## config.mk

```make
export PLATFORM = sky130hd
export DESIGN_NAME = periodic_timer_slot_bank
export DESIGN_NICKNAME = d
export VERILOG_FILES = /design/src/rtl/ptsb_pkg.sv /design/src/rtl/ptsb_ctrl.sv /design/src/rtl/ptsb_datapath.sv /design/src/rtl/periodic_timer_slot_bank.sv
export SDC_FILE = /design/constraint.sdc
export NUM_CORES = 1
export LEC_CHECK = 0
export BUFFER_PORTS_ARGS = -buffer_cell sky130_fd_sc_hd__buf_2
export CELL_PAD_IN_SITES_DETAIL_PLACEMENT = 1
export CELL_PAD_IN_SITES_GLOBAL_PLACEMENT = 1
export CORE_MARGIN = 2
export CORE_UTILIZATION = 40
export CTS_BUF_LIST = sky130_fd_sc_hd__clkbuf_8 sky130_fd_sc_hd__clkbuf_16
export CTS_CLUSTER_DIAMETER = 80
export DETAILED_ROUTE_END_ITERATION = 12
export PLACE_DENSITY_LB_ADDON = 0.1
export REMOVE_ABC_BUFFERS = 1
export SYNTH_ARGS = -nofsm -noshare
export SYNTH_HDL_FRONTEND = slang
export SYNTH_SLANG_ARGS = --single-unit
```

## constraint.sdc

```tcl
create_clock -name clk -period 7.8 [get_ports clk]
set_input_delay 0.39 -clock clk [delete_from_list [all_inputs] [get_ports clk]]
set_output_delay 0.39 -clock clk [all_outputs]
set_load 0.01 [all_outputs]
```

## src/rtl/ptsb_pkg.sv

```systemverilog
`default_nettype none

package ptsb_pkg;

  // Default bank size and the cap on expiry results per tick.
  localparam int DEFAULT_NUM_SLOTS = 16;
  localparam int MAX_RESULTS       = 16;

  // Command codes on the cmd input.
  localparam logic [2:0] CMD_TICK    = 3'd0;
  localparam logic [2:0] CMD_ALLOC   = 3'd1;
  localparam logic [2:0] CMD_ENABLE  = 3'd2;
  localparam logic [2:0] CMD_DISABLE = 3'd3;
  localparam logic [2:0] CMD_FREE    = 3'd4;

  // Result kinds on the kind output.
  localparam logic [2:0] KIND_ACK     = 3'd0;
  localparam logic [2:0] KIND_GRANTED = 3'd1;
  localparam logic [2:0] KIND_FULL    = 3'd2;
  localparam logic [2:0] KIND_EXPIRY  = 3'd3;
  localparam logic [2:0] KIND_IDLE    = 3'd4;

  // Controller states.
  typedef enum logic [2:0] {
    ST_IDLE,
    ST_TICK,
    ST_FLUSH,
    ST_SCAN,
    ST_EN_RD,
    ST_EN_WR,
    ST_REPLY
  } state_t;

  // Commands from the controller to the datapath.
  typedef struct packed {
    logic load;      // a transaction is accepted; latch its fields
    logic tick_run;  // sweep the slots for a tick
    logic flush;     // give the final tick result
    logic scan;      // search for a free slot
    logic en_wr;     // write the reloaded count for enable
    logic reply;     // disable, free or unused code, with an ack
  } ctl_cmd_t;

  // Status from the datapath to the controller.
  typedef struct packed {
    logic sweep_done;
    logic scan_done;
  } dp_status_t;

endpackage

`default_nettype wire

```

## src/rtl/ptsb_ctrl.sv

```systemverilog
`default_nettype none

module ptsb_ctrl
  import ptsb_pkg::*;
(
  input  wire logic       clk,
  input  wire logic       rst,
  input  wire logic       start,
  input  wire logic [2:0] cmd,
  input  wire dp_status_t status,
  output      ctl_cmd_t   ctl,
  output      logic       busy
);

  state_t state;
  state_t state_next;

  // State register.
  always_ff @(posedge clk) begin
    if (rst) begin
      state <= ST_IDLE;
    end else begin
      state <= state_next;
    end
  end

  // Next state.
  always_comb begin
    state_next = state;
    unique case (state)
      ST_IDLE: begin
        if (start) begin
          case (cmd)
            CMD_TICK:   state_next = ST_TICK;
            CMD_ALLOC:  state_next = ST_SCAN;
            CMD_ENABLE: state_next = ST_EN_RD;
            default:    state_next = ST_REPLY;
          endcase
        end
      end
      ST_TICK: begin
        if (status.sweep_done) begin
          state_next = ST_FLUSH;
        end
      end
      ST_SCAN: begin
        if (status.scan_done) begin
          state_next = ST_IDLE;
        end
      end
      ST_EN_RD: state_next = ST_EN_WR;
      ST_FLUSH, ST_EN_WR, ST_REPLY: state_next = ST_IDLE;
      default: state_next = ST_IDLE;
    endcase
  end

  // Outputs decoded from the state.
  always_comb begin
    ctl  = '0;
    busy = 1'b1;
    unique case (state)
      ST_IDLE: begin
        busy     = 1'b0;
        ctl.load = start;
      end
      ST_TICK:  ctl.tick_run = 1'b1;
      ST_FLUSH: ctl.flush    = 1'b1;
      ST_SCAN:  ctl.scan     = 1'b1;
      ST_EN_RD: ctl          = '0;
      ST_EN_WR: ctl.en_wr    = 1'b1;
      ST_REPLY: ctl.reply    = 1'b1;
      default:  ctl          = '0;
    endcase
  end

endmodule

`default_nettype wire

```

## src/rtl/ptsb_datapath.sv

```systemverilog
`default_nettype none

module ptsb_datapath
  import ptsb_pkg::*;
#(
  parameter int NUM_SLOTS = DEFAULT_NUM_SLOTS
) (
  input  wire logic       clk,
  input  wire logic       rst,
  input  wire ctl_cmd_t   ctl,
  input  wire logic [2:0] cmd,
  input  wire logic [3:0] slot_index,
  input  wire logic [7:0] reload_value,
  input  wire logic       has_handler,
  output      dp_status_t status,
  output      logic       strobe,
  output      logic [2:0] kind,
  output      logic [3:0] slot_out,
  output      logic       last
);

  localparam int IDX_W = (NUM_SLOTS > 1) ? $clog2(NUM_SLOTS) : 1;
  localparam int CNT_W = $clog2(NUM_SLOTS + 1);
  localparam logic [CNT_W-1:0] SLOT_END = CNT_W'(NUM_SLOTS);
  localparam logic [4:0] RES_CAP = 5'(MAX_RESULTS);

  // Low four bits of a slot number, for the result port.
  function automatic logic [3:0] low4(input logic [IDX_W-1:0] s);
    logic [IDX_W+3:0] w;
    w = (IDX_W + 4)'(s);
    return w[3:0];
  endfunction

  // Latched fields of the current transaction.
  logic [2:0] op;
  logic [3:0] idx_q;
  logic [7:0] reload_q;
  logic       handler_q;

  // Per-slot flags; valid marks period and count entries that hold data.
  logic [NUM_SLOTS-1:0] in_use;
  logic [NUM_SLOTS-1:0] armed;
  logic [NUM_SLOTS-1:0] notify;
  logic [NUM_SLOTS-1:0] valid;

  // Period and count memories with registered reads.
  logic [7:0] period_mem [NUM_SLOTS];
  logic [7:0] count_mem  [NUM_SLOTS];
  logic [7:0] rd_period;
  logic [7:0] rd_count;

  // Sweep pointer, read stage and pending expiry.
  logic [CNT_W-1:0] ptr;
  logic             s1_vld;
  logic [IDX_W-1:0] s1_idx;
  logic             pend_vld;
  logic [IDX_W-1:0] pend_idx;
  logic [4:0]       reported;

  logic [IDX_W-1:0] ptr_idx;
  logic [IDX_W+3:0] idx_wide;
  logic [IDX_W-1:0] sel_idx;
  logic             in_range;
  logic             issue;
  logic [7:0]       cur_cnt;
  logic [7:0]       cur_per;
  logic             tick_act;
  logic             tick_exp;
  logic             scan_hit;
  logic             scan_end;
  logic [IDX_W-1:0] rd_addr;
  logic             cnt_we;
  logic [IDX_W-1:0] cnt_waddr;
  logic [7:0]       cnt_wdata;
  logic             per_we;

  // Address decode and the per-slot tick decision.
  always_comb begin
    ptr_idx  = ptr[IDX_W-1:0];
    idx_wide = (IDX_W + 4)'(idx_q);
    sel_idx  = idx_wide[IDX_W-1:0];
    in_range = 32'(idx_q) < NUM_SLOTS;
    issue    = ptr != SLOT_END;
    cur_cnt  = valid[s1_idx] ? rd_count : 8'd0;
    cur_per  = valid[s1_idx] ? rd_period : 8'd0;
    tick_act = ctl.tick_run & s1_vld & armed[s1_idx];
    tick_exp = tick_act & (cur_cnt == 8'd0) & notify[s1_idx] & (reported < RES_CAP);
    scan_hit = issue & ~in_use[ptr_idx];
    scan_end = ~issue;
    rd_addr  = ctl.tick_run ? ptr_idx : sel_idx;
    status.sweep_done = ~issue & ~s1_vld;
    status.scan_done  = scan_hit | scan_end;
  end

  // Write port selection for the memories.
  always_comb begin
    cnt_we    = 1'b0;
    cnt_waddr = sel_idx;
    cnt_wdata = 8'd0;
    per_we    = 1'b0;
    if (tick_act) begin
      cnt_we    = 1'b1;
      cnt_waddr = s1_idx;
      cnt_wdata = (cur_cnt != 8'd0) ? cur_cnt - 8'd1 : cur_per;
    end else if (ctl.scan && scan_hit) begin
      cnt_we    = 1'b1;
      per_we    = 1'b1;
      cnt_waddr = ptr_idx;
      cnt_wdata = reload_q;
    end else if (ctl.en_wr && in_range) begin
      cnt_we    = 1'b1;
      cnt_wdata = valid[sel_idx] ? rd_period : 8'd0;
    end
  end

  // Memories.
  always_ff @(posedge clk) begin
    if (cnt_we) begin
      count_mem[cnt_waddr] <= cnt_wdata;
    end
    if (per_we) begin
      period_mem[cnt_waddr] <= cnt_wdata;
    end
    rd_count  <= count_mem[rd_addr];
    rd_period <= period_mem[rd_addr];
  end

  // Transaction fields.
  always_ff @(posedge clk) begin
    if (ctl.load) begin
      op        <= cmd;
      idx_q     <= slot_index;
      reload_q  <= reload_value;
      handler_q <= has_handler;
    end
  end

  // Flags, sweep control and result register.
  always_ff @(posedge clk) begin
    if (rst) begin
      in_use   <= '0;
      armed    <= '0;
      notify   <= '0;
      valid    <= '0;
      ptr      <= '0;
      s1_vld   <= 1'b0;
      pend_vld <= 1'b0;
      reported <= '0;
      strobe   <= 1'b0;
    end else begin
      strobe <= 1'b0;

      if (ctl.load) begin
        ptr      <= '0;
        s1_vld   <= 1'b0;
        pend_vld <= 1'b0;
        reported <= '0;
      end

      // Tick sweep: one slot read per cycle, processed in the next.
      if (ctl.tick_run) begin
        if (issue) begin
          ptr <= ptr + CNT_W'(1);
        end
        s1_vld <= issue;
        s1_idx <= ptr_idx;
        if (tick_exp) begin
          if (pend_vld) begin
            strobe   <= 1'b1;
            kind     <= KIND_EXPIRY;
            slot_out <= low4(pend_idx);
            last     <= 1'b0;
          end
          pend_vld <= 1'b1;
          pend_idx <= s1_idx;
          reported <= reported + 5'd1;
        end
      end

      // Final tick result.
      if (ctl.flush) begin
        strobe   <= 1'b1;
        last     <= 1'b1;
        kind     <= pend_vld ? KIND_EXPIRY : KIND_IDLE;
        slot_out <= pend_vld ? low4(pend_idx) : 4'd0;
      end

      // Free slot search for alloc.
      if (ctl.scan) begin
        if (scan_hit) begin
          in_use[ptr_idx] <= 1'b1;
          armed[ptr_idx]  <= 1'b0;
          notify[ptr_idx] <= handler_q;
          valid[ptr_idx]  <= 1'b1;
          strobe          <= 1'b1;
          kind            <= KIND_GRANTED;
          slot_out        <= low4(ptr_idx);
          last            <= 1'b1;
        end else if (scan_end) begin
          strobe   <= 1'b1;
          kind     <= KIND_FULL;
          slot_out <= 4'd0;
          last     <= 1'b1;
        end else begin
          ptr <= ptr + CNT_W'(1);
        end
      end

      // Enable arms the slot; the count is written from the period as well.
      if (ctl.en_wr) begin
        if (in_range) begin
          armed[sel_idx] <= 1'b1;
        end
        strobe   <= 1'b1;
        kind     <= KIND_ACK;
        slot_out <= 4'd0;
        last     <= 1'b1;
      end

      // Disable, free and unused codes.
      if (ctl.reply) begin
        if (in_range) begin
          case (op)
            CMD_DISABLE: armed[sel_idx] <= 1'b0;
            CMD_FREE: begin
              armed[sel_idx]  <= 1'b0;
              in_use[sel_idx] <= 1'b0;
              notify[sel_idx] <= 1'b0;
              valid[sel_idx]  <= 1'b0;
            end
            default: ;
          endcase
        end
        strobe   <= 1'b1;
        kind     <= KIND_ACK;
        slot_out <= 4'd0;
        last     <= 1'b1;
      end
    end
  end

endmodule

`default_nettype wire

```

## src/rtl/periodic_timer_slot_bank.sv

```systemverilog
`default_nettype none

// Bank of periodic down-counting timer slots.
// A transaction is taken at a rising edge with start high and busy low; cmd selects
// tick, alloc, enable, disable or free, with slot_index, reload_value and has_handler.
// Each result sits on kind, slot_out and last for one cycle, marked by strobe; the
// receiver cannot stall, so results are never held back. last marks the final
// result of a transaction.
// A tick sweeps the period and count memories one slot per cycle; its expiry
// results stream out during the sweep in ascending slot order, the last one
// (or a single no-expiry result) at the end.
// Alloc checks one slot per cycle from slot 0 and stops at the lowest free slot,
// or after the last slot when the bank is full. Enable passes through a read
// state and a write state because of the registered memory read; disable, free
// and unused codes go through a reply state. The final result shows in the first
// cycle that busy is low again, when a new transaction can already be taken.
// Reset clears all slot flags and marks every memory entry as zero, so no
// clearing pass is needed.
module periodic_timer_slot_bank
  import ptsb_pkg::*;
#(
  parameter int NUM_SLOTS = DEFAULT_NUM_SLOTS
) (
  input  wire logic       clk,
  input  wire logic       rst,
  input  wire logic       start,
  output      logic       busy,
  input  wire logic [2:0] cmd,
  input  wire logic [3:0] slot_index,
  input  wire logic [7:0] reload_value,
  input  wire logic       has_handler,
  output      logic       strobe,
  output      logic [2:0] kind,
  output      logic [3:0] slot_out,
  output      logic       last
);

  ctl_cmd_t   ctl;
  dp_status_t status;

  // Sequencer.
  ptsb_ctrl u_ctrl (
    .clk    (clk),
    .rst    (rst),
    .start  (start),
    .cmd    (cmd),
    .status (status),
    .ctl    (ctl),
    .busy   (busy)
  );

  // Slot state, memories and result register.
  ptsb_datapath #(
    .NUM_SLOTS (NUM_SLOTS)
  ) u_datapath (
    .clk          (clk),
    .rst          (rst),
    .ctl          (ctl),
    .cmd          (cmd),
    .slot_index   (slot_index),
    .reload_value (reload_value),
    .has_handler  (has_handler),
    .status       (status),
    .strobe       (strobe),
    .kind         (kind),
    .slot_out     (slot_out),
    .last         (last)
  );

endmodule

`default_nettype wire

```

==> results of run 1 <==
cells by family (layout without fill, tap and decap cells):
group / after synthesis / count (layout)
fa+ha+maj: 7 / 7
mux: 105 / 105
buf+inv: 81 / 158
flops: 384 / 384
simple gates: 303 / 303
compound gates: 212 / 212
xor+xnor: 5 / 5
critical path: cells and delay by family, from the launching register on:
family / cells / cell delay, ns
DFF: 1 / 0.79
buffers and inverters: 1 / 0.36
AOI/OAI and AO/OA: 6 / 3.13
and+or+nand+nor: 3 / 0.50
adders and majority gates: 1 / 0.37
area by class of cell:
type / instances / area (um^2)
clock buffer: 50 / 1172
fill: 3905 / 21370
timing repair buffer: 61 / 427.9
multi-input combinational: 632 / 5335
sequential: 384 / 10570
inverter: 19 / 71.32
tap: 525 / 656.9
clock inverter: 28 / 310.3
worst max-delay path by stage:
stage | startpoint | slack [ns] | endpoint
after global routing | u_datapath.s1_idx[1]$_DFFE_PP_ | 2.11 | u_datapath.period_mem[10][0]$_DFFE_PP_
after global placement | u_datapath.s1_idx[1]$_DFFE_PP_ | 2.77 | u_datapath.period_mem[10][0]$_DFFE_PP_
after floorplan | u_ctrl.state[0]$_SDFFE_PP0P_ | -0.12 | u_datapath.rd_count[0]$_DFF_P_
after detailed placement | u_datapath.s1_idx[1]$_DFFE_PP_ | 2.52 | u_datapath.period_mem[3][0]$_DFFE_PP_
after CTS | u_datapath.s1_idx[1]$_DFFE_PP_ | 2.52 | u_datapath.period_mem[10][0]$_DFFE_PP_
final | u_datapath.s1_idx[1]$_DFFE_PP_ | 2.47 | u_datapath.period_mem[10][0]$_DFFE_PP_
per-layer routing:
metal,GRT usage,vias to the layer above
li1,-,4369
met1,0.2938,5000
met2,0.3428,185
met3,0.03564,83
met4,0.06783,0
met5,0,-
state kept, by name, indices dropped and copies added (netlist names):
register	flops
u_datapath.count_mem	128
u_datapath.period_mem	128
u_datapath.armed	16
u_datapath.in_use	16
u_datapath.notify	16
u_datapath.valid	16
u_datapath.rd_count	8
u_datapath.rd_period	8
u_datapath.reload_q	8
u_datapath.ptr	5
u_datapath.reported	5
u_datapath.idx_q	4
u_datapath.pend_idx	4
u_datapath.s1_idx	4
u_datapath.slot_out	4
u_ctrl.state	3
u_datapath.kind	3
u_datapath.op	3
u_datapath.handler_q	1
u_datapath.last	1
u_datapath.pend_vld	1
u_datapath.s1_vld	1
u_datapath.strobe	1
power groups by stage:
stage | registers [mW] | logic [mW] | clock network (mW)
finish | 2.38 | 0.735 | 2.08
global route | 2.39 | 0.807 | 2.20
CTS | 2.38 | 0.746 | 2.13
detailed placement | 2.42 | 0.738 | 0
global placement | 2.42 | 0.735 | 0
floorplan | 2.38 | 0.504 | 0
synth_stat cells, types with 4 or more instances:
master,number,area [um^2]
a211oi_1,34,255.2
a21boi_1,5,37.54
a21oi_1,37,185.2
a221oi_1,4,35.03
a22oi_1,27,202.7
a31oi_1,25,156.4
and2_1,24,150.1
and3_1,11,68.82
buf_2,14,70.07
buf_4,9,67.56
clkbuf_1,32,120.1
dfxtp_1,96,1922
edfxtp_1,288,8648
ha_1,7,87.58
inv_1,19,71.32
mux2_2,4,45.04
mux2i_1,18,180.2
mux4_2,82,1847
nand2_1,82,307.8
nand2b_1,9,56.30
nand3_1,23,115.1
nand3b_1,4,30.03
nand4_1,4,25.02
nand4_2,4,50.05
nor2_1,77,289.0
nor2b_1,13,81.33
nor3_1,19,95.09
o21a_1,33,247.7
o21ai_0,10,50.05
o21ai_1,11,55.05
or3_1,7,43.79
xor2_1,4,35.03
==> summary.txt, run 1 <==
Run status
  – Status: completed

Synth
  – Synth cell types: 74
  – Mean post-synth cell area: 14.79 um^2
  – Register bit total from synthesis: 384
  – Post-Synth Simple-Gate Area: 0.09615
  – Synth Warn #: 0
  – Largest family of logic cells by synthesized area: multiplexers
  – Primary FF master, synth: edfxtp_1
  – Asr flop ratio synth: 0
  – Post-synthesis adder-cell area fraction: 0.005397
  – Compound-Gate Fraction of Synth Area: 0.09129
  – Mapped Area: about 16000 um^2
  – Number of synthesized flops with an enable pin: 288
  – Synth Area in XOR/XNOR: 0.002699
  – Register area share after synthesis: 0.6514
  – Post-synthesis instance total: 1097
  – Mux cell area share after synthesis: 0.1291

Pwr
  – Clock Power Share: 0.400
  – Pwr dens: between 200 and 300 nW/um^2
  – Seq pwr share: 0.458
  – Combinational Power Share: 0.142
  – Cell Int Power: 3.803 mW
  – VDD IR-drop max: 0.2398 mV
  – Overall Power: 5.190 mW
  – Sw frac: 0.2672
  – Net Switching: between 1 and 1.5 mW
  – Leak pwr: 6.466 nW

Clock network
  – CTS Root Cell: clkbuf_16
  – Clk_lat worst skew: 0.58 ns
  – Post-CTS resize count: 0
  – Cts hold-fix bufs: 13
  – CTS tree: done
  – CTS sink count: 384
  – Post-CTS setup buffers: 0
  – CTS H-tree lvls: 2
  – TritonCTS Buffers: 42
  – Clk buf depth: 3
  – Worst-path clk slew: around 0.06 ns

Final layout
  – Antenna cells: 0
  – Fin cells: 1699
  – Fin area: approximately 19000 um^2
  – P&R area growth vs syn: 14.28%
  – Share of cells above drive strength 1: 0.2036
  – Fin nets: 1166
  – Final core utilization: 0.4646
  – Most frequent cells in the layout: 288 x edfxtp_1, 96 x dfxtp_1, 82 x mux4_2, 82 x nand2_1, 76 x nor2_1
  – Most common cell after layout, fill and taps aside: edfxtp_1

Worst setup path
  – Critical path class: flip-flop to flip-flop
  – Worst reg2reg startpoint: u_datapath.s1_idx[1]$_DFFE_PP_
  – Critical R2R Capture: u_datapath.period_mem[10][0]$_DFFE_PP_
  – Critical Path AT: 5.73 ns
  – Worst-path maximum fanout: 18
  – Worst path slowest cell: o21ai_1
  – Reg2reg setup slack: 2.47 ns
  – Worst Setup Start Kind: flip-flop
  – Cell Chain, Critical Path: nor2_1 > a221oi_1 > nor2_1 > o21ai_1 > nand2_1 > ha_1 > o31a_1 > o21ai_1 > a221oi_1 > o21ai_2 > buf_4
  – Worst Setup End Kind: flip-flop
  – Max stage delay on crit path: 0.91 ns
  – WP data required: 8.20 ns
  – FF-to-FF path depth: 11

Timing
  – Final setup margin: 2.472 ns
  – Time the worst path needs with I/O delays and setup: between 5 and 6 ns
  – Slew Limit Fails: 0
  – Setup Skew: about 0.018 ns
  – FMAX: 0.1877 GHz
  – RSZ-0062 raised after global routing: no
  – Rel. slew slack: 0.1497
  – Hold slack: 0.04205 ns
  – Fin Setup TNS: 0 ns
  – Worst-Margin Slew: roughly 1.3 ns
  – Final worst path period share: 0.6830
  – Fin. Hold Viols: 0
  – Setup violators final: 0

Drt
  – Mean routed wirelength per cell: about 25 um
  – DR iter-0 viols: 642
  – Drt pass-1 iters: 7
  – Highest Signal Layer: met4
  – Final ANT Viol Nets: 0
  – # DRC: 0
  – WL met1: 19850 um
  – Via count: 9637
  – Met2 routed WL: 20360 um
  – WL met3: 1644 um
  – Total wire length: 43180 um
  – Average vias per placed instance: 5.672

Die
  – # rows: 73
  – Die height: 205.4 um
  – Die X-Extent: 205.4 um
  – IO Pins: 29
  – Initial core utilization: 0.4065
  – Core footprint: around 40000 um^2
  – Die ar.: 42190 um^2

Global routing
  – Initial antenna violation count: 0
  – All-layer global routing usage: 0.2123
  – Vias in the first global route: 10230
  – Largest net degree at the start of global routing: 65
  – First-pass GRT wire length: roughly 66000 um
  – Global route overflow: 0

Placed design
  – Routability congestion estimate: 0.7881
  – Placement Cell Area: 16920 um^2
  – Final HPWL DP: 27930 um
  – PortBufs: 28
  – Dpl ws: 2.519 ns
  – Total placed cells including tap cells: around 1600

Min path
  – Hold_sp: cmd[2]
  – Worst hold path type: primary input to flip-flop
  – Hold EP: u_datapath.op[2]$_DFFE_PP_
  – Hold Crit Depth: 1

Job
  – MaxCap Viol Count: 0
(Power assumes the default switching activity.)
==> inputs of run 2 (changes only) <==
- ABC_AREA: not set -> 1
- clock period: 7.8 -> 4.3 ns (I/O delays scaled with it)
==> run 2 against run 1 <==
Maximum frequency is 39% higher. Routed wire length grew 15%. Die area rose by 0.86%. Sequential power increased by 88%. Count of clock-buffer cells in the layout decreased by 5. Total power grew 110%. Sequential share of layout area down 1.0 points.
==> summary.txt, run 2 <==
Synth
  – Post-synth top cells: 288 x edfxtp_1, 286 x nor2_1, 207 x nand2_1
  – Mapped Area: 16370 um^2
  – Area leader, netlist: edfxtp_1
  – Mean post-synth cell area: 10.22 um^2
  – Synth cell types: 44
  – Post-synth top area share: 0.5283
  – Synth Warn #: 0
  – Ranking of synthesized cells by area: edfxtp_1 53%, dfxtp_1 12%, nor2_1 6.6%
  – Primary FF master, synth: edfxtp_1
  – Most frequent cell after synthesis: edfxtp_1
  – Register bit total from synthesis: 384
  – Number of synthesized flops with an enable pin: 288
  – Asr flop ratio synth: 0
  – Register area share after synthesis: 0.6457
  – Post-synthesis instance total: 1602

Timing
  – Final worst path period share: 0.8902
  – Final setup margin: 0.4720 ns
  – Hold slack: 0.1775 ns
  – Rel. slew slack: 0.3455
  – FMAX: 0.2612 GHz
  – Slew Limit Fails: 0
  – Time the worst path needs with I/O delays and setup: 3.828 ns
  – Setup Skew: 0.02896 ns
  – Fin. Hold Viols: 0
  – Worst-Margin Slew: approximately 0.98 ns
  – RSZ-0062 raised after global routing: no
  – Setup violators final: 0

Drt
  – Via count: 12220
  – Met2 routed WL: around 23000 um
  – Highest Signal Layer: met4
  – Mean routed wirelength per cell: 22.22 um
  – # DRC: 0
  – Drt pass-1 iters: 5
  – DR iter-0 viols: roughly 890
  – Average vias per placed instance: between 5 and 6
  – Total wire length: 49600 um
  – WL met1: approximately 24000 um
  – Final ANT Viol Nets: 0
  – WL met3: about 2200 um

Min path
  – Worst hold path type: primary input to flip-flop

Final layout
  – Share of cells above drive strength 1: 0.1118
  – Number of fill cells in the layout: roughly 4400
  – Fin cells: roughly 2200
  – Area of the multi-input gates: 5012 um^2
  – Most frequent cells in the layout: 288 x edfxtp_1, 285 x nor2_1, 207 x nand2_1, 161 x o21ai_0, 112 x inv_1
  – Area occupied by registers: between 10000 and 15000 um^2
  – P&R area growth vs syn: 15.37%
  – Antenna cells: 0
  – Most common cell after layout, fill and taps aside: edfxtp_1
  – Fin nets: around 1700
  – Largest registers: u_datapath.count_mem x128, u_datapath.period_mem x128

Die
  – Core footprint: 40650 um^2
  – Die height: 206.3 um
  – IO Pins: 29
  – Die X-Extent: 206.3 um
  – Die ar.: 42560 um^2
  – # rows: 74
  – Initial core utilization: 0.4027

Clock network
  – Post-CTS resize count: 0
  – Clk_lat worst skew: slightly below 0.6 ns
  – CTS Root Cell: clkbuf_16
  – Worst-path clk slew: 0.06 ns
  – Clk buf depth: 3
  – TritonCTS Buffers: 43
  – CTS sink count: 384
  – CTS tree: done
  – CTS H-tree lvls: 2

Pwr
  – Leak pwr: 6.559 nW
  – Pwr dens: 585.8 nW/um^2
  – VDD IR-drop max: 0.3230 mV

Global routing
  – Global route overflow: 0
  – Vias in the first global route: 12590
  – First-pass GRT wire length: 76490 um
  – All-layer global routing usage: 0.2404
  – Largest net degree at the start of global routing: 65
  – Initial antenna violation count: 0

Worst setup path
  – Worst Setup Start Kind: flip-flop
  – Critical path class: flip-flop to flip-flop
  – Worst-path maximum fanout: 13
  – Worst Setup End Kind: flip-flop
  – Reg2reg setup slack: 0.47 ns
  – WP data required: 4.49 ns
  – Critical Path AT: 4.02 ns

Job
  – MaxCap Viol Count: 0

Placed design
  – Total placed cells including tap cells: 2138
  – PortBufs: 28
  – Routability congestion estimate: 0.8754
  – Dpl ws: 0.4687 ns
  – Final HPWL DP: roughly 32000 um

Run status
  – Status: completed
## run 2: changes by cell type after synthesis, moves of 56 or more
| cell | previous run | this run |
|---|---|---|
| mux4_2 | 82 | 0 |
| nand2_1 | 82 | 207 |
| inv_1 | 19 | 110 |
| o21ai_0 | 10 | 163 |
| nand3_1 | 23 | 79 |
| nor2_1 | 77 | 286 |
## run 2: worst paths after layout
kind                                       start                               endpoint  depth (start not counted)
setup / recovery    u_datapath.ptr[0]$_SDFF_PP0_  u_datapath.count_mem[15][2]$_DFFE_PP_                         15
hold / removal                               rst         u_datapath.s1_vld$_SDFFE_PP0P_                          3
setup reg to reg    u_datapath.ptr[0]$_SDFF_PP0_  u_datapath.count_mem[15][2]$_DFFE_PP_                         15
hold reg to reg   u_datapath.valid[9]$_SDFF_PP0_         u_datapath.valid[9]$_SDFF_PP0_                          2
## run 2: worst max-delay path, stage by stage, from the launching register on
cell     delay [ns]
dfxtp_1        0.60
inv_2          0.20
o21ai_0        0.27
nand2_1        0.09
nand2_1        0.06
nand2_1        0.06
nor2_2         0.20
nand3_2        0.20
inv_2          0.16
buf_4          0.21
nand2_1        0.11
nand3_1        0.11
o21ai_2        0.10
nor2_1         0.31
nand2_1        0.12
nor2_1         0.64
## run 2: power by group
part,total [mW],internal (mW),leakage (nW),switching (mW)
Combinational,2.86,0.768,2.66,2.09
Clock,3.72,2.19,0.714,1.54
Sequential,4.48,4.30,3.19,0.180
## run 2: cells by family (layout without fill, tap and decap cells)
| kind of cell | after synthesis | in the layout | synth area share |
|---|---|---|---|
| AND/OR/NAND/NOR | 641 | 641 | 0.1637 |
| XOR/XNOR | 6 | 6 | 0.003210 |
| adder cells (fa/ha/maj) | 7 | 7 | 0.005350 |
| AO/OA/AOI/OAI | 354 | 354 | 0.1310 |
| flip-flops | 384 | 384 | 0.6457 |
| buffers and inverters | 210 | 308 | 0.05098 |
## run 2: through the flow
stage / utilization / TNS [ns] / power [mW] / area [um^2]
after global routing: 0.4646 / 0 / 11.65 / 18890
after CTS: 0.4646 / 0 / 11.17 / 18890
after detailed placement: 0.4256 / 0 / 7.415 / 17300
final: 0.4646 / 0 / 11.06 / 18890
after floorplan: - / -118.24 / 6.223 / 16030
after global placement: 0.4256 / 0 / 7.381 / 17300
## run 2: what timing repair did
action                    CTS  global route
hold buffers               17             0
hold endpoints to repair   18             0
buffers inserted            0             0
## run 2: area by class of cell
class | instances | share of cell area
flip-flops and latches | 384 | 0.5597
clock buffers | 45 | 0.05903
inverters | 133 | 0.02650
repair buffers | 98 | 0.03816
well taps | 532 | 0.03525
clock inverters | 32 | 0.01597
multi-input cells | 1008 | 0.2654
## run 2: layer usage
metal / up-vias / global-route usage
li1: 5769 / -
met1: 6102 / 0.3443
met2: 280 / 0.3811
met3: 69 / 0.03453
met4: 0 / 0.06709
met5: - / 0
==> inputs of run 3 (changes only) <==
- RECOVER_POWER: not set -> 50
==> run 3 against run 2 <==
The flow now finishes with violations (capacitance limit, slew limit). Non-clock buffer count did not move. Clock power barely moved. Combinational power fell by 2%. Worst hold slack improved by 0.17 ns. Critical endpoint is now u_datapath.count_mem[2][5]$_DFFE_PP_. Worst setup slack got worse by 0.0062 ns. Total power fell by 0.55%. Via count barely moved. Largest cell class unchanged. Global-route usage did not move. Flip-flop and latch count did not move. Register-to-register slack barely moved. Sequential power barely moved. Die area did not move.
==> summary.txt, run 3 (same netlist as run 2, synthesis figures left out) <==
Run status
  – Status: finished, violations left
  – Violated checks: capacitance limit, slew limit

Timing
  – FMAX: 0.2608 GHz
  – Slew Limit Fails: 30
  – Final worst path period share: 0.8917
  – Time the worst path needs with I/O delays and setup: between 3 and 4 ns
  – Fin. Hold Viols: 0
  – Worst-Margin Slew: ~1.8 ns
  – Setup violators final: 0
  – RSZ-0062 raised after global routing: no
  – Fin Setup TNS: 0 ns
  – Setup Skew: 0.02737 ns
  – Rel. slew slack: -0.1782
  – Hold slack: 0.3493 ns

Clock network
  – CTS sink count: between 300 and 400
  – Clk_lat worst skew: a little under 0.6 ns
  – TritonCTS Buffers: 43
  – Worst-path clk slew: 0.07 ns
  – Post-CTS resize count: 0
  – CTS Root Cell: clkbuf_16
  – CTS H-tree lvls: 2
  – Clk buf depth: 3
  – CTS tree: done

Drt
  – Final ANT Viol Nets: 0
  – Via count: 12220
  – Total wire length: 49600 um
  – Average vias per placed instance: 5.474
  – # DRC: 0
  – Drt pass-1 iters: 5
  – DR iter-0 viols: 812
  – Mean routed wirelength per cell: 22.22 um

Placed design
  – PortBufs: 28
  – Placement Cell Area: 17300 um^2
  – Routability congestion estimate: 0.8754
  – Final HPWL DP: 32320 um

Pwr
  – Leak pwr: ~6.4 nW
  – Clock Power Share: 0.338
  – Cell Int Power: 7.217 mW
  – Net Switching: 3.787 mW
  – Combinational Power Share: 0.254
  – Seq pwr share: 0.408
  – Pwr dens: 587.8 nW/um^2
  – VDD IR-drop max: 0.3247 mV
  – Overall Power: between 10 and 15 mW
  – Sw frac: 0.3441

Worst setup path
  – CP dominant cell by count: nand2_1
  – Worst reg2reg startpoint: u_datapath.s1_idx[1]$_DFFE_PP_
  – Max stage delay on crit path: 0.57 ns
  – Worst path slowest cell: nand2_1
  – Cell Chain, Critical Path: inv_1 > nand3_1 > nand3_1 > nand3_1 > nand2_2 > nand2_1 > ha_1 > nand2_1 > inv_1 > nand2_1 > inv_2 > nand2_1 > nor2_1 > o21ai_1 > nand2_1
  – FF-to-FF path depth: 15
  – Reg2reg setup slack: roughly 0.47 ns
  – Worst-path maximum fanout: 32
  – Critical R2R Capture: u_datapath.count_mem[2][5]$_DFFE_PP_
  – Worst Setup Start Kind: flip-flop
  – Critical path class: flip-flop to flip-flop
  – Critical Path AT: 3.90 ns
  – Worst Setup End Kind: flip-flop
  – WP data required: 4.36 ns

Min path
  – Hold EP: u_datapath.reload_q[0]$_DFFE_PP_
  – Worst hold path type: primary input to flip-flop
  – Hold Crit Depth: 2
  – Hold_sp: reload_value[0]

Final layout
  – P&R area growth vs syn: 14.35%
  – Most frequent cells in the layout: 292 x nor2_1, 288 x edfxtp_1, 209 x nand2_1, 162 x o21ai_0, 115 x inv_1
  – Antenna cells: 0
  – Fin nets: 1694
  – Share of cells above drive strength 1: 0.08059
  – Most common cell after layout, fill and taps aside: nor2_1
  – Fin area: 18720 um^2
  – Largest registers: u_datapath.count_mem x128, u_datapath.period_mem x128

Die
  – IO Pins: 29
  – Die X-Extent: about 210 um
  – Initial core utilization: 0.4027
  – Core footprint: 40650 um^2
  – # rows: 74
  – Die height: ~210 um
  – Die ar.: approximately 43000 um^2

Global routing
  – All-layer global routing usage: 0.2404
  – Initial antenna violation count: 0
  – First-pass GRT wire length: 76490 um
  – Vias in the first global route: 12590
  – Global route overflow: 0
  – Largest net degree at the start of global routing: 65

Job
  – MaxCap Viol Count: 1
[run 3: worst max-delay path: cells and delay by family, from the launching register on]
kind | cells | cell delay (ns)
compound gates | 1 | 0.13
fa+ha+maj | 1 | 0.23
simple gates | 10 | 1.91
buf+inv | 3 | 0.63
flops | 1 | 0.40
[run 3: layout make-up]
class                           count  area, um^2
Fill cell                        4465       21930
Sequential cell                   384       10570
Multi-Input combinational cell   1008        4959
Clock buffer                       45        1115
Tap cell                          532       665.6
Timing Repair Buffer               98       609.3
Inverter                          133       499.2
Clock inverter                     32       301.5
[run 3: power groups by stage]
| stage | clock network, mW | registers [mW] | logic (mW) |
|---|---|---|---|
| 2_1_floorplan | 0 | 4.51 | 1.71 |
| 3_3_place_gp | 0 | 4.55 | 2.83 |
| 3_5_place_dp | 0 | 4.55 | 2.86 |
| 4_1_cts | 3.80 | 4.48 | 2.89 |
| 5_1_grt | 3.95 | 4.51 | 3.13 |
| 6_report | 3.72 | 4.49 | 2.79 |
[run 3: repair_timing]
| item | 4_1_cts | 5_1_grt |
|---|---|---|
| buffers inserted | 0 | 0 |
| endpoints found under the hold margin | 18 | 0 |
| hold buffers | 17 | 0 |
[run 3: stage by stage]
step | util | setup WS (ns) | cells
detailed placement | 0.4256 | 0.4687 | 2138
global placement | 0.4256 | 0.7544 | 2138
CTS | 0.4646 | 0.4395 | 2232
global route | 0.4605 | 0.07255 | 2232
floorplan | - | -7.410 | 1525
finish | 0.4605 | 0.4659 | 2232
[run 3: how the worst max path moves through the flow]
stage / to / from
after global routing: u_datapath.period_mem[11][5]$_DFFE_PP_ / u_datapath.s1_idx[0]$_DFFE_PP_
final: u_datapath.count_mem[2][5]$_DFFE_PP_ / u_datapath.s1_idx[1]$_DFFE_PP_
after global placement: u_datapath.period_mem[2][1]$_DFFE_PP_ / u_datapath.s1_idx[0]$_DFFE_PP_
after floorplan: u_datapath.rd_count[3]$_DFF_P_ / u_ctrl.state[2]$_SDFFE_PP0P_
after detailed placement: u_datapath.period_mem[3][2]$_DFFE_PP_ / u_datapath.ptr[0]$_SDFF_PP0_
after CTS: u_datapath.count_mem[15][3]$_DFFE_PP_ / u_datapath.ptr[0]$_SDFF_PP0_
[run 3: metal layers]
metal  global-route usage  vias to the layer above  wire (um)
met1               0.3443                     6142      23750
met3              0.03453                       68       2140
met4              0.06709                        0       1060
met2               0.3811                      234      22650
li1                     -                     5773          -
met5                    0                        -          0
